--- src/csl_pkg.sv ---
// Shared types and constants for the C subset lexer.
`default_nettype none
package csl_pkg;

    localparam int MAX_INPUT_LEN = 65536;
    localparam int POS_W         = $clog2(MAX_INPUT_LEN + 1);
    localparam int MAX_RESULTS   = 3;
    localparam int CNT_W         = $clog2(MAX_RESULTS + 1);
    localparam int IDX_W         = $clog2(MAX_RESULTS);

    localparam logic [3:0] KIND_PUNCT  = 4'd0;
    localparam logic [3:0] KIND_RETURN = 4'd1;
    localparam logic [3:0] KIND_IF     = 4'd2;
    localparam logic [3:0] KIND_ELSE   = 4'd3;
    localparam logic [3:0] KIND_WHILE  = 4'd4;
    localparam logic [3:0] KIND_FOR    = 4'd5;
    localparam logic [3:0] KIND_IDENT  = 4'd6;
    localparam logic [3:0] KIND_NUM    = 4'd7;
    localparam logic [3:0] KIND_EOF    = 4'd8;
    localparam logic [3:0] KIND_ERROR  = 4'd9;

    typedef struct packed {
        logic [3:0]  kind;
        logic [15:0] start_pos;
        logic [15:0] token_length;
        logic [31:0] number_value;
        logic        value_overflow;
        logic [15:0] op_text;
        logic        last_token;
    } tok_t;

    typedef struct packed {
        tok_t [MAX_RESULTS-1:0] recs;
        logic [CNT_W-1:0]       count;
    } batch_t;

endpackage
`default_nettype wire

--- src/csl_core.sv ---
// Lexer state and combinational step logic producing up to three tokens per byte.
`default_nettype none
module csl_core
    import csl_pkg::*;
(
    input  wire logic       aclk,
    input  wire logic       aresetn,
    input  wire logic       take,
    input  wire logic [7:0] ch,
    input  wire logic       end_of_input,
    output batch_t          batch
);

    localparam logic [1:0] PEND_NONE = 2'd0;
    localparam logic [1:0] PEND_WORD = 2'd1;
    localparam logic [1:0] PEND_NUM  = 2'd2;
    localparam logic [1:0] PEND_OP   = 2'd3;

    localparam logic [2:0] CL_SPACE   = 3'd0;
    localparam logic [2:0] CL_ALPHA   = 3'd1;
    localparam logic [2:0] CL_DIGIT   = 3'd2;
    localparam logic [2:0] CL_OPSTART = 3'd3;
    localparam logic [2:0] CL_PUNCT   = 3'd4;
    localparam logic [2:0] CL_BAD     = 3'd5;

    localparam logic [15:0] LEN_SAT  = 16'hFFFF;
    localparam logic [15:0] HEAD_LEN = 16'd6;

    function automatic logic [2:0] classify(input logic [7:0] c);
        priority if (c == 8'd32 || (c >= 8'd9 && c <= 8'd13)) return CL_SPACE;
        else if ((c >= "a" && c <= "z") || (c >= "A" && c <= "Z") || c == "_")
            return CL_ALPHA;
        else if (c >= "0" && c <= "9") return CL_DIGIT;
        else if (c == "=" || c == "!" || c == "<" || c == ">") return CL_OPSTART;
        else if (c == "+" || c == "-" || c == "*" || c == "/" || c == "(" || c == ")" ||
                 c == ";" || c == "{" || c == "}" || c == "," || c == "&")
            return CL_PUNCT;
        else return CL_BAD;
    endfunction

    function automatic logic [3:0] word_kind(input logic [47:0] head,
                                             input logic [15:0] len);
        priority if (len == 16'd6 && head == 48'h72657475726E) return KIND_RETURN;
        else if (len == 16'd2 && head == 48'h6966) return KIND_IF;
        else if (len == 16'd4 && head == 48'h656C7365) return KIND_ELSE;
        else if (len == 16'd5 && head == 48'h7768696C65) return KIND_WHILE;
        else if (len == 16'd3 && head == 48'h666F72) return KIND_FOR;
        else return KIND_IDENT;
    endfunction

    logic [POS_W-1:0] pos_reg, pos_next;
    logic [1:0]       pend_reg, pend_next;
    logic [POS_W-1:0] tstart_reg, tstart_next;
    logic [15:0]      tlen_reg, tlen_next;
    logic [31:0]      acc_reg, acc_next;
    logic             ovf_reg, ovf_next;
    logic [47:0]      head_reg, head_next;
    logic [7:0]       opb_reg, opb_next;
    logic             skip_reg, skip_next;

    always_ff @(posedge aclk) begin
        if (!aresetn) begin
            pos_reg    <= '0;
            pend_reg   <= PEND_NONE;
            tstart_reg <= '0;
            tlen_reg   <= '0;
            acc_reg    <= '0;
            ovf_reg    <= 1'b0;
            head_reg   <= '0;
            opb_reg    <= '0;
            skip_reg   <= 1'b0;
        end else if (take) begin
            pos_reg    <= pos_next;
            pend_reg   <= pend_next;
            tstart_reg <= tstart_next;
            tlen_reg   <= tlen_next;
            acc_reg    <= acc_next;
            ovf_reg    <= ovf_next;
            head_reg   <= head_next;
            opb_reg    <= opb_next;
            skip_reg   <= skip_next;
        end
    end

    always_comb begin
        logic [2:0]       cls;
        logic             used;
        logic [CNT_W-1:0] n;
        tok_t             t;
        logic [35:0]      prod;
        logic [POS_W-1:0] pos_inc;

        cls = (pos_reg >= POS_W'(MAX_INPUT_LEN)) ? CL_BAD : classify(ch);
        used = 1'b0;
        t = '0;
        n = '0;
        batch.recs = '0;
        pos_inc = pos_reg + POS_W'(1);
        prod = ({4'b0, acc_reg} << 3) + ({4'b0, acc_reg} << 1) + {32'b0, ch[3:0]};

        pend_next   = pend_reg;
        tstart_next = tstart_reg;
        tlen_next   = tlen_reg;
        acc_next    = acc_reg;
        ovf_next    = ovf_reg;
        head_next   = head_reg;
        opb_next    = opb_reg;
        skip_next   = skip_reg;
        pos_next    = pos_reg;

        if (!skip_reg) begin
            t = '0;
            // close the pending token unless this byte extends it
            unique case (pend_reg)
                PEND_WORD: begin
                    if (cls == CL_ALPHA || cls == CL_DIGIT) begin
                        if (tlen_reg < HEAD_LEN) head_next = {head_reg[39:0], ch};
                        if (tlen_reg < LEN_SAT) tlen_next = tlen_reg + 16'd1;
                        used = 1'b1;
                    end else begin
                        t.kind = word_kind(head_reg, tlen_reg);
                        t.start_pos = tstart_reg[15:0];
                        t.token_length = tlen_reg;
                        batch.recs[n[IDX_W-1:0]] = t;
                        n = n + CNT_W'(1);
                        pend_next = PEND_NONE;
                    end
                end
                PEND_NUM: begin
                    if (cls == CL_DIGIT) begin
                        acc_next = prod[31:0];
                        if (|prod[35:32]) ovf_next = 1'b1;
                        if (tlen_reg < LEN_SAT) tlen_next = tlen_reg + 16'd1;
                        used = 1'b1;
                    end else begin
                        t.kind = KIND_NUM;
                        t.start_pos = tstart_reg[15:0];
                        t.token_length = tlen_reg;
                        t.number_value = acc_reg;
                        t.value_overflow = ovf_reg;
                        batch.recs[n[IDX_W-1:0]] = t;
                        n = n + CNT_W'(1);
                        pend_next = PEND_NONE;
                    end
                end
                PEND_OP: begin
                    t.start_pos = tstart_reg[15:0];
                    if (cls == CL_OPSTART && ch == "=") begin
                        t.kind = KIND_PUNCT;
                        t.token_length = 16'd2;
                        t.op_text = {opb_reg, ch};
                        used = 1'b1;
                    end else if (opb_reg == "!") begin
                        // lone bang: error, and this byte is skipped with the rest
                        t.kind = KIND_ERROR;
                        t.token_length = 16'd1;
                        t.op_text = {opb_reg, 8'h00};
                        skip_next = 1'b1;
                        used = 1'b1;
                    end else begin
                        t.kind = KIND_PUNCT;
                        t.token_length = 16'd1;
                        t.op_text = {opb_reg, 8'h00};
                    end
                    batch.recs[n[IDX_W-1:0]] = t;
                    n = n + CNT_W'(1);
                    pend_next = PEND_NONE;
                end
                default: ;
            endcase

            if (pend_next == PEND_NONE) begin
                tlen_next = '0;
                acc_next  = '0;
                ovf_next  = 1'b0;
                head_next = '0;
                opb_next  = '0;
            end

            if (!used) begin
                t = '0;
                t.start_pos = pos_reg[15:0];
                t.token_length = 16'd1;
                t.op_text = {ch, 8'h00};
                unique case (cls)
                    CL_SPACE: ;
                    CL_ALPHA: begin
                        pend_next   = PEND_WORD;
                        tstart_next = pos_reg;
                        head_next   = {40'b0, ch};
                        tlen_next   = 16'd1;
                    end
                    CL_DIGIT: begin
                        pend_next   = PEND_NUM;
                        tstart_next = pos_reg;
                        acc_next    = {28'b0, ch[3:0]};
                        tlen_next   = 16'd1;
                    end
                    CL_OPSTART: begin
                        pend_next   = PEND_OP;
                        tstart_next = pos_reg;
                        tlen_next   = 16'd1;
                        opb_next    = ch;
                    end
                    CL_PUNCT: begin
                        t.kind = KIND_PUNCT;
                        batch.recs[n[IDX_W-1:0]] = t;
                        n = n + CNT_W'(1);
                    end
                    default: begin
                        t.kind = KIND_ERROR;
                        batch.recs[n[IDX_W-1:0]] = t;
                        n = n + CNT_W'(1);
                        skip_next = 1'b1;
                    end
                endcase
            end
        end

        if (end_of_input) begin
            t = '0;
            if (!skip_next) begin
                unique case (pend_next)
                    PEND_WORD: begin
                        t.kind = word_kind(head_next, tlen_next);
                        t.start_pos = tstart_next[15:0];
                        t.token_length = tlen_next;
                    end
                    PEND_NUM: begin
                        t.kind = KIND_NUM;
                        t.start_pos = tstart_next[15:0];
                        t.token_length = tlen_next;
                        t.number_value = acc_next;
                        t.value_overflow = ovf_next;
                    end
                    PEND_OP: begin
                        t.kind = (opb_next == "!") ? KIND_ERROR : KIND_PUNCT;
                        t.start_pos = tstart_next[15:0];
                        t.token_length = 16'd1;
                        t.op_text = {opb_next, 8'h00};
                    end
                    default: ;
                endcase
                if (pend_next != PEND_NONE) begin
                    batch.recs[n[IDX_W-1:0]] = t;
                    n = n + CNT_W'(1);
                end
            end
            t = '0;
            t.kind = KIND_EOF;
            t.start_pos = pos_inc[15:0];
            batch.recs[n[IDX_W-1:0]] = t;
            n = n + CNT_W'(1);
            // return to reset so a new text may follow
            pos_next    = '0;
            pend_next   = PEND_NONE;
            tstart_next = '0;
            tlen_next   = '0;
            acc_next    = '0;
            ovf_next    = 1'b0;
            head_next   = '0;
            opb_next    = '0;
            skip_next   = 1'b0;
        end else if (pos_reg < POS_W'(MAX_INPUT_LEN)) begin
            pos_next = pos_inc;
        end

        if (n != '0) batch.recs[IDX_W'(n - CNT_W'(1))].last_token = 1'b1;
        batch.count = n;
    end

endmodule
`default_nettype wire

--- src/csl_out.sv ---
// Result register: holds one byte's batch of tokens and hands them out one beat at a time.
`default_nettype none
module csl_out
    import csl_pkg::*;
(
    input  wire logic   aclk,
    input  wire logic   aresetn,
    input  wire logic   s_valid,
    output logic        s_ready,
    input  wire batch_t batch,
    output logic        m_valid,
    input  wire logic   m_ready,
    output tok_t        m_tok
);

    tok_t [MAX_RESULTS-1:0] recs_reg;
    logic [CNT_W-1:0]       cnt_reg;
    logic [CNT_W-1:0]       idx_reg;
    logic [CNT_W-1:0]       idx_inc;
    logic                   load;

    assign idx_inc = idx_reg + CNT_W'(1);
    assign m_valid = (idx_reg != cnt_reg);
    // take a new byte when no token is waiting or while the last token of the batch leaves
    assign s_ready = !m_valid || (m_ready && idx_inc == cnt_reg);
    assign load    = s_valid && s_ready;
    assign m_tok   = recs_reg[idx_reg[IDX_W-1:0]];

    always_ff @(posedge aclk) begin
        if (!aresetn) begin
            cnt_reg <= '0;
            idx_reg <= '0;
        end else if (load) begin
            cnt_reg <= batch.count;
            idx_reg <= '0;
        end else if (m_valid && m_ready) begin
            idx_reg <= idx_inc;
        end
    end

    always_ff @(posedge aclk) begin
        if (load) recs_reg <= batch.recs;
    end

    a_idx_bound: assert property (@(posedge aclk) disable iff (!aresetn)
        idx_reg <= cnt_reg)
        else $error("token index beyond batch count");

    a_load_shows: assert property (@(posedge aclk) disable iff (!aresetn)
        load && batch.count != '0 |=> m_valid)
        else $error("loaded batch not presented");

    a_hold: assert property (@(posedge aclk) disable iff (!aresetn)
        m_valid && !m_ready |=> $stable(idx_reg) && m_valid)
        else $error("stalled token moved");

    a_last_flag: assert property (@(posedge aclk) disable iff (!aresetn)
        m_valid |-> (m_tok.last_token == (idx_inc == cnt_reg)))
        else $error("last_token flag not on final token of batch");

endmodule
`default_nettype wire

--- src/c_subset_lexer_top.sv ---
// Top level of the streaming C subset lexer.
// Usage:
//   Input channel s_*: one source byte per beat (s_ch) with s_end_of_input
//   marking the final byte of a text. Output channel m_*: one token per beat.
//   Each byte yields zero to three tokens (close of a pending token, its own
//   punctuator or error, and EOF on the final byte); m_last_token marks the
//   final token caused by a byte.
// Latency: a byte's first token is on m_* the cycle after the byte is taken.
// Throughput: while m_ready is high a byte that yields zero or one token is taken every
//   cycle; a byte yielding more tokens holds the result register until they have all
//   left, the next byte being taken in the cycle its last token leaves. Sustained rate is
//   set by the three-entry result register draining one token per cycle while m_ready is high.
// Stall: while m_ready is low the current token holds and s_ready drops once
//   the result register holds tokens not yet taken.
// Reset: aresetn (synchronous, active low) clears the position counter, any
//   pending token, the error-skip flag and drops m_valid. After an EOF token
//   the lexer is back in its reset state, ready for a new text.
`default_nettype none
module c_subset_lexer_top
    import csl_pkg::*;
(
    input  wire logic        aclk,
    input  wire logic        aresetn,
    input  wire logic        s_valid,
    output logic             s_ready,
    input  wire logic [7:0]  s_ch,
    input  wire logic        s_end_of_input,
    output logic             m_valid,
    input  wire logic        m_ready,
    output logic [3:0]       m_token_kind,
    output logic [15:0]      m_start_pos,
    output logic [15:0]      m_token_length,
    output logic [31:0]      m_number_value,
    output logic             m_value_overflow,
    output logic [15:0]      m_op_text,
    output logic             m_last_token
);

    batch_t batch;
    tok_t   tok;

    csl_core u_core (
        .aclk         (aclk),
        .aresetn      (aresetn),
        .take         (s_valid && s_ready),
        .ch           (s_ch),
        .end_of_input (s_end_of_input),
        .batch        (batch)
    );

    csl_out u_out (
        .aclk    (aclk),
        .aresetn (aresetn),
        .s_valid (s_valid),
        .s_ready (s_ready),
        .batch   (batch),
        .m_valid (m_valid),
        .m_ready (m_ready),
        .m_tok   (tok)
    );

    assign m_token_kind     = tok.kind;
    assign m_start_pos      = tok.start_pos;
    assign m_token_length   = tok.token_length;
    assign m_number_value   = tok.number_value;
    assign m_value_overflow = tok.value_overflow;
    assign m_op_text        = tok.op_text;
    assign m_last_token     = tok.last_token;

endmodule
`default_nettype wire

--- config.mk ---
export PLATFORM = sky130hd
export DESIGN_NAME = c_subset_lexer_top
export DESIGN_NICKNAME = d
export VERILOG_FILES = /design/src/csl_pkg.sv /design/src/csl_core.sv /design/src/csl_out.sv /design/src/c_subset_lexer_top.sv
export SDC_FILE = /design/constraint.sdc
export NUM_CORES = 1
export LEC_CHECK = 0
export BUFFER_PORTS_ARGS = -buffer_cell sky130_fd_sc_hd__buf_2
export CELL_PAD_IN_SITES_DETAIL_PLACEMENT = 0
export CELL_PAD_IN_SITES_GLOBAL_PLACEMENT = 1
export CORE_MARGIN = 8
export CORE_UTILIZATION = 40
export CTS_CLUSTER_SIZE = 28
export DETAILED_ROUTE_END_ITERATION = 10
export PLACE_DENSITY_LB_ADDON = 0.3
export SLEW_MARGIN = 20
export SYNTH_ARGS = -nofsm -noshare
export SYNTH_HDL_FRONTEND = slang
export SYNTH_SLANG_ARGS = --single-unit
--- constraint.sdc ---
create_clock -name aclk -period 10.2 [get_ports aclk]
set_input_delay 1.02 -clock aclk [delete_from_list [all_inputs] [get_ports aclk]]
set_output_delay 1.02 -clock aclk [all_outputs]
set_load 0.05 [all_outputs]
Word level (Yosys, flattened, before mapping)
Index checks and enable logic that the tools add are counted.

storage, ports and cells
  memory bits (writable) = 0
  bits in read-only memories = 0
  bits of input ports = 13
  word-level logic and storage cells = 295
  latch bits = 0
  memories kept = 0
  flip-flop bits (word level) = 403

cells by class
  add/subtract/negate cells = 9
  multiply operators = 0
  shift operators = 0
  bitwise logic cells = 1
  order comparisons = 21
  div/mod/pow operators = 0
  reduce and logical (&&, ||, !) cells = 52
  equal/unequal tests = 51
  muxes and demuxes = 129

operators with widths
  operator                                                            count
  258-bit two-way mux                                                 7
  258-bit bitwise mux                                                 5
  86-bit demux with 2-bit select                                      4
  86-bit two-way mux                                                  6
  258-bit case mux with 2 select lines                                1
  48-bit two-way mux                                                  8
  86-bit case mux with 3 select lines                                 1
  16-bit two-way mux                                                  15
  32-bit two-way mux                                                  7
  86-bit binary-select mux with 2-bit select                          1
  8-bit by 6-bit == test with 1-bit output (second input constant)    16
  36-bit case mux with 3 select lines                                 1
  33-bit two-way mux                                                  3
  16-bit by 3-bit == test with 1-bit output (second input constant)   6
  48-bit by 15-bit == test with 1-bit output (second input constant)  2
  48-bit by 23-bit == test with 1-bit output (second input constant)  2
  48-bit by 31-bit == test with 1-bit output (second input constant)  2
  48-bit by 39-bit == test with 1-bit output (second input constant)  2
  48-bit by 47-bit == test with 1-bit output (second input constant)  2
  85-bit two-way mux                                                  1
  36-bit two-way mux                                                  2
  16-bit by 2-bit == test with 1-bit output (second input constant)   4
  8-bit two-way mux                                                   6
  4-bit two-way mux                                                   11
  45 further kinds                                                    148

Logic depth before layout (Yosys ltp)
  depth after elaboration = 45
  depth in mapped cells = 23
  mapped depth without buffers = 21

By module
Synthesis repeated with hierarchy kept, for this count alone.

unflattened totals
  cells, all modules = 2729
  area total of the unflattened synthesis = 24572.3 um2

by module, submodules not included
  module              cells each  area each (um2)  instances
  csl_core            2155        14784.2          1
  csl_out             573         9781.9           1
  c_subset_lexer_top  1           6.3              1

Least setup slack after synthesis
Ideal clock, no wire load.

  path kind = input to register
  start point = input port m_ready
  end point = register u_core.pos_reg[11]
  path buffers = 1
  library setup time = 0.059 ns
  required time = 10.141 ns
  cell stages on the path = 11
  slack = 1.207 ns
  arrival = 8.933 ns
  path through = nor2_1 -> mux2i_1 -> nand2_1 -> o31ai_1 -> nand2_1 -> clkinv_1 -> o21ai_0 -> clkbuf_1 -> o21ai_0 -> o21ai_0 -> and2_1

on the way
  longest elaborated chain between the ends = 4

RTL lines
  item                                  RTL line                  text
  from (decl)                           c_subset_lexer_top.sv:29  input wire logic m_ready,
  1-bit logical AND                     csl_out.sv:25             assign s_ready = !m_valid || (m_ready && idx_inc == cnt_reg);
  1-bit logical OR                      csl_out.sv:25
  net s_ready                           c_subset_lexer_top.sv:25  output logic s_ready,
  1-bit logical AND                     c_subset_lexer_top.sv:45  .take (s_valid && s_ready),
  net u_core.take                       csl_core.sv:8             input wire logic take,
  2-bit AND reduction (no source line)  -
  to (signal assigned)                  csl_core.sv:73            pos_reg <= pos_next;
  to (decl)                             csl_core.sv:51            logic [POS_W-1:0] pos_reg, pos_next;

The timed path passes the listed nets, and every way through them passes these cells.
A chain may end at the register's enable or synchronous reset.

==> metrics.cfg <==
[timing]
setup_tns_ns = 0
min_period_ns = 6.89
finalCritPeriodShare_pct = 67.5
slew_headroom_pct = 22.0
tightest_slew_ns = 1.16
finalSetupViolations = 0
timing.final.hold_violations = 0
maxSlewViolCount = 0
fin_skew_ns = 0.0163
rsz0062_at_grt = false
hold_slack_ns = 0.485
fmax_mhz = 145

[synth]
async_flop_share_pct = 0
syn_area_mm2 = 0.0226
synth_seq_cells = 387
ys_warn_count = 0
ys_types = 103
synthDominantCellAreaShare_pct = 32.1
syn_inst = 2477
synthFlopType = edfxtp_1
synth_edf_count = 242
synth_top_area_cell = edfxtp_1
avgSynthCellArea_um2 = 9.13
synth_area_leaders = edfxtp_1 32%, dfxtp_1 13%, o21ai_0 5.9%
seq_area_frac_synth_pct = 45.0

[worst_setup_path]
crit_family = compound AO/OA/AOI/OAI gates
cp.buffers_inverters = 4
crit_arrival_ns = 7.35
crit_start = s_ch[6]
worst-setup-path-type = input port to flop
worst-path-max-fanout = 31
r2r-start = u_core.pos_reg[16]
max_stage_delay_ns = 0.70
cp_common_cell = ha_1
end_kind = flop
required_ns = 10.66
critPathSlowestCell = a2111oi_4
crit_chain = buf_2 > nor4b_4 > nand3_1 > o21ai_0 > nor2_1 > o21ai_0 > inv_1 > ha_1 > nor2_1 > a211oi_1 > inv_1 > ha_1 > nand2_1 > o21a_1 > ha_1 > a2111oi_4 > nand2_1 > buf_4 > nor2_2 > a21o_1 > a22o_1
start_kind = input port

[place]
placed_area_mm2 = 0.0237
portBuffers = 100
dp_hpwl_um = 52100
gp_congestion = 0.948

[clock_tree]
clock_latency_ns = 0.60
cts_tree = built
clk_transition_reported_paths_ns = 0.06
post_cts_buffers = 0
htree_levels = 2
clk_path_buf_depth = 3
cts_root_buffer = clkbuf_16
cts_buffers = 44
hold_buffers = 0
numClockSinks = 387
post_cts_resized = 0

[final_layout]
final_common_cell = nand2_1
drive_above_1_share_pct = 10.9
layout.nets = 2583
fin_area_mm2 = 0.0251
antenna_cells = 0
layout_common_cells = 347 x nand2_1, 266 x o21ai_0, 251 x nor2_1
largest_reg_flops = 242
area_growth_syn_to_layout_pct = 11.0
fillers = 5537

[power]
irDropWorstVdd_v = 0.000108
p_per_area_mw_per_mm2 = 183
cellLeakagePower_nw = 8.98

[hold_path]
hold_path.class = flop to flop
hp-start = u_core.tstart_reg[2]

[die]
core_mm2 = 0.0562
initial_core_util_pct = 40.3
chipHeight_um = 254
ioPinCount = 101
dieWidth_um = 254
rows = 87
dieArea_mm2 = 0.0644

[grt]
grt_pass1_wl_um = 115000
grt_usage_pct = 22.8
antenna_found_initial = 0
grt.overflow.total = 0
grt_pass1_vias = 19200
grt_max_degree = 115

[drt]
antenna_left = 0
drt-total-wl_um = 75700
wl_met3_um = 4350
vias = 19600
drt_pass1_iterations = 6
wl_per_cell_um = 23.1
via_per_inst = 5.97
drc_errors = 0
dr.max_layer_used = met4
drt_iter0_drc = 1849
drt-met1-wl_um = 33600
wl_met2_um = 35100

[job]
drv_cap = 0

[status]
status = complete, no violations

[Yosys cell counts, types with 6 or more instances]
cell type / count
a21boi_0: 8
a21o_1: 21
a21oi_1: 68
a221oi_1: 10
a22o_1: 92
a22oi_1: 38
a31oi_1: 13
a32oi_1: 9
and2_1: 37
and3_1: 28
buf_1: 9
buf_2: 15
clkbuf_1: 137
dfxtp_1: 145
edfxtp_1: 242
ha_1: 80
inv_1: 47
mux2i_1: 98
nand2_1: 348
nand2b_1: 13
nand3_1: 62
nand3b_1: 10
nand4_1: 22
nand4b_1: 10
nor2_1: 254
nor2b_1: 20
nor3_1: 44
nor3b_1: 7
nor4_1: 18
o211ai_1: 6
o21a_1: 13
o21ai_0: 267
o21ai_1: 9
o21bai_1: 9
o221ai_1: 10
o22ai_1: 50
o31ai_1: 7
or2_2: 15
or3_1: 12
or4_1: 7
xnor2_1: 29
xor2_1: 15
[path summary, 6_finish.rpt]
path,endpoint,slack (ns),cells after the start
max,u_out.recs_reg[22],3.31,21
min,u_core.tstart_reg[2],0.49,2
max reg2reg,u_out.recs_reg[22],3.38,20
min reg2reg,u_core.tstart_reg[2],0.49,2
[worst register-to-register path, delay by kind of cell (launching register included)]
family / cells / cell delay, ns
adders and majority gates: 3 / 1.02
buffers and inverters: 3 / 0.69
AOI/OAI and AO/OA: 7 / 2.62
and+or+nand+nor: 7 / 1.86
DFF: 1 / 0.48
[cell type report]
cell class / instances / area, µm² / share of cell area [%]
multi-input cells: 1871 / 11600 / 46.2
flip-flops and latches: 387 / 10200 / 40.6
clock buffers: 58 / 1190 / 4.76
well taps: 756 / 946 / 3.77
repair buffers: 132 / 741 / 2.95
clock inverters: 23 / 229 / 0.912
inverters: 52 / 203 / 0.808
[cells by family (layout without fill, tap and decap cells)]
logic type                 after synthesis  in the layout  synth area share [%]
buffers and inverters                  221            265                  3.97
adders and majority gates               82             82                  4.60
and+or+nand+nor                        937            937                  19.4
muxes                                   99             99                  4.39
other                                    1              3                0.0166
DFF                                    387            387                  45.0
AOI/OAI and AO/OA                      706            706                  20.9
xor gates and xnor gates                44             44                  1.70
[stage by stage]
| stage | instances | util, % | power, mW | worst slack (ns) |
|---|---|---|---|---|
| 2_1_floorplan | 2479 | - | 2.75 | 1.21 |
| 3_3_place_gp | 3198 | 42.1 | 3.04 | 3.09 |
| 3_5_place_dp | 3198 | 42.1 | 3.05 | 2.82 |
| 4_1_cts | 3279 | 44.7 | 4.65 | 3.45 |
| 5_1_grt | 3279 | 44.7 | 4.77 | 2.78 |
| 6_report | 3279 | 44.7 | 4.60 | 3.31 |
[routing by layer]
layer | GRT usage, % | vias up
met5 | 0 | -
met4 | 8.45 | 0
met3 | 3.18 | 141
met2 | 37.3 | 641
met1 | 30.5 | 9630
li1 | - | 9150
[report_power, final]
| part | internal (mW) | leakage [nW] | total [mW] | switching, mW |
|---|---|---|---|---|
| Sequential | 1.87 | 3.57 | 1.92 | 0.0517 |
| Combinational | 0.210 | 4.71 | 1.09 | 0.881 |
| Clock | 0.910 | 0.702 | 1.59 | 0.681 |
Power figures use the tool's default switching activity.
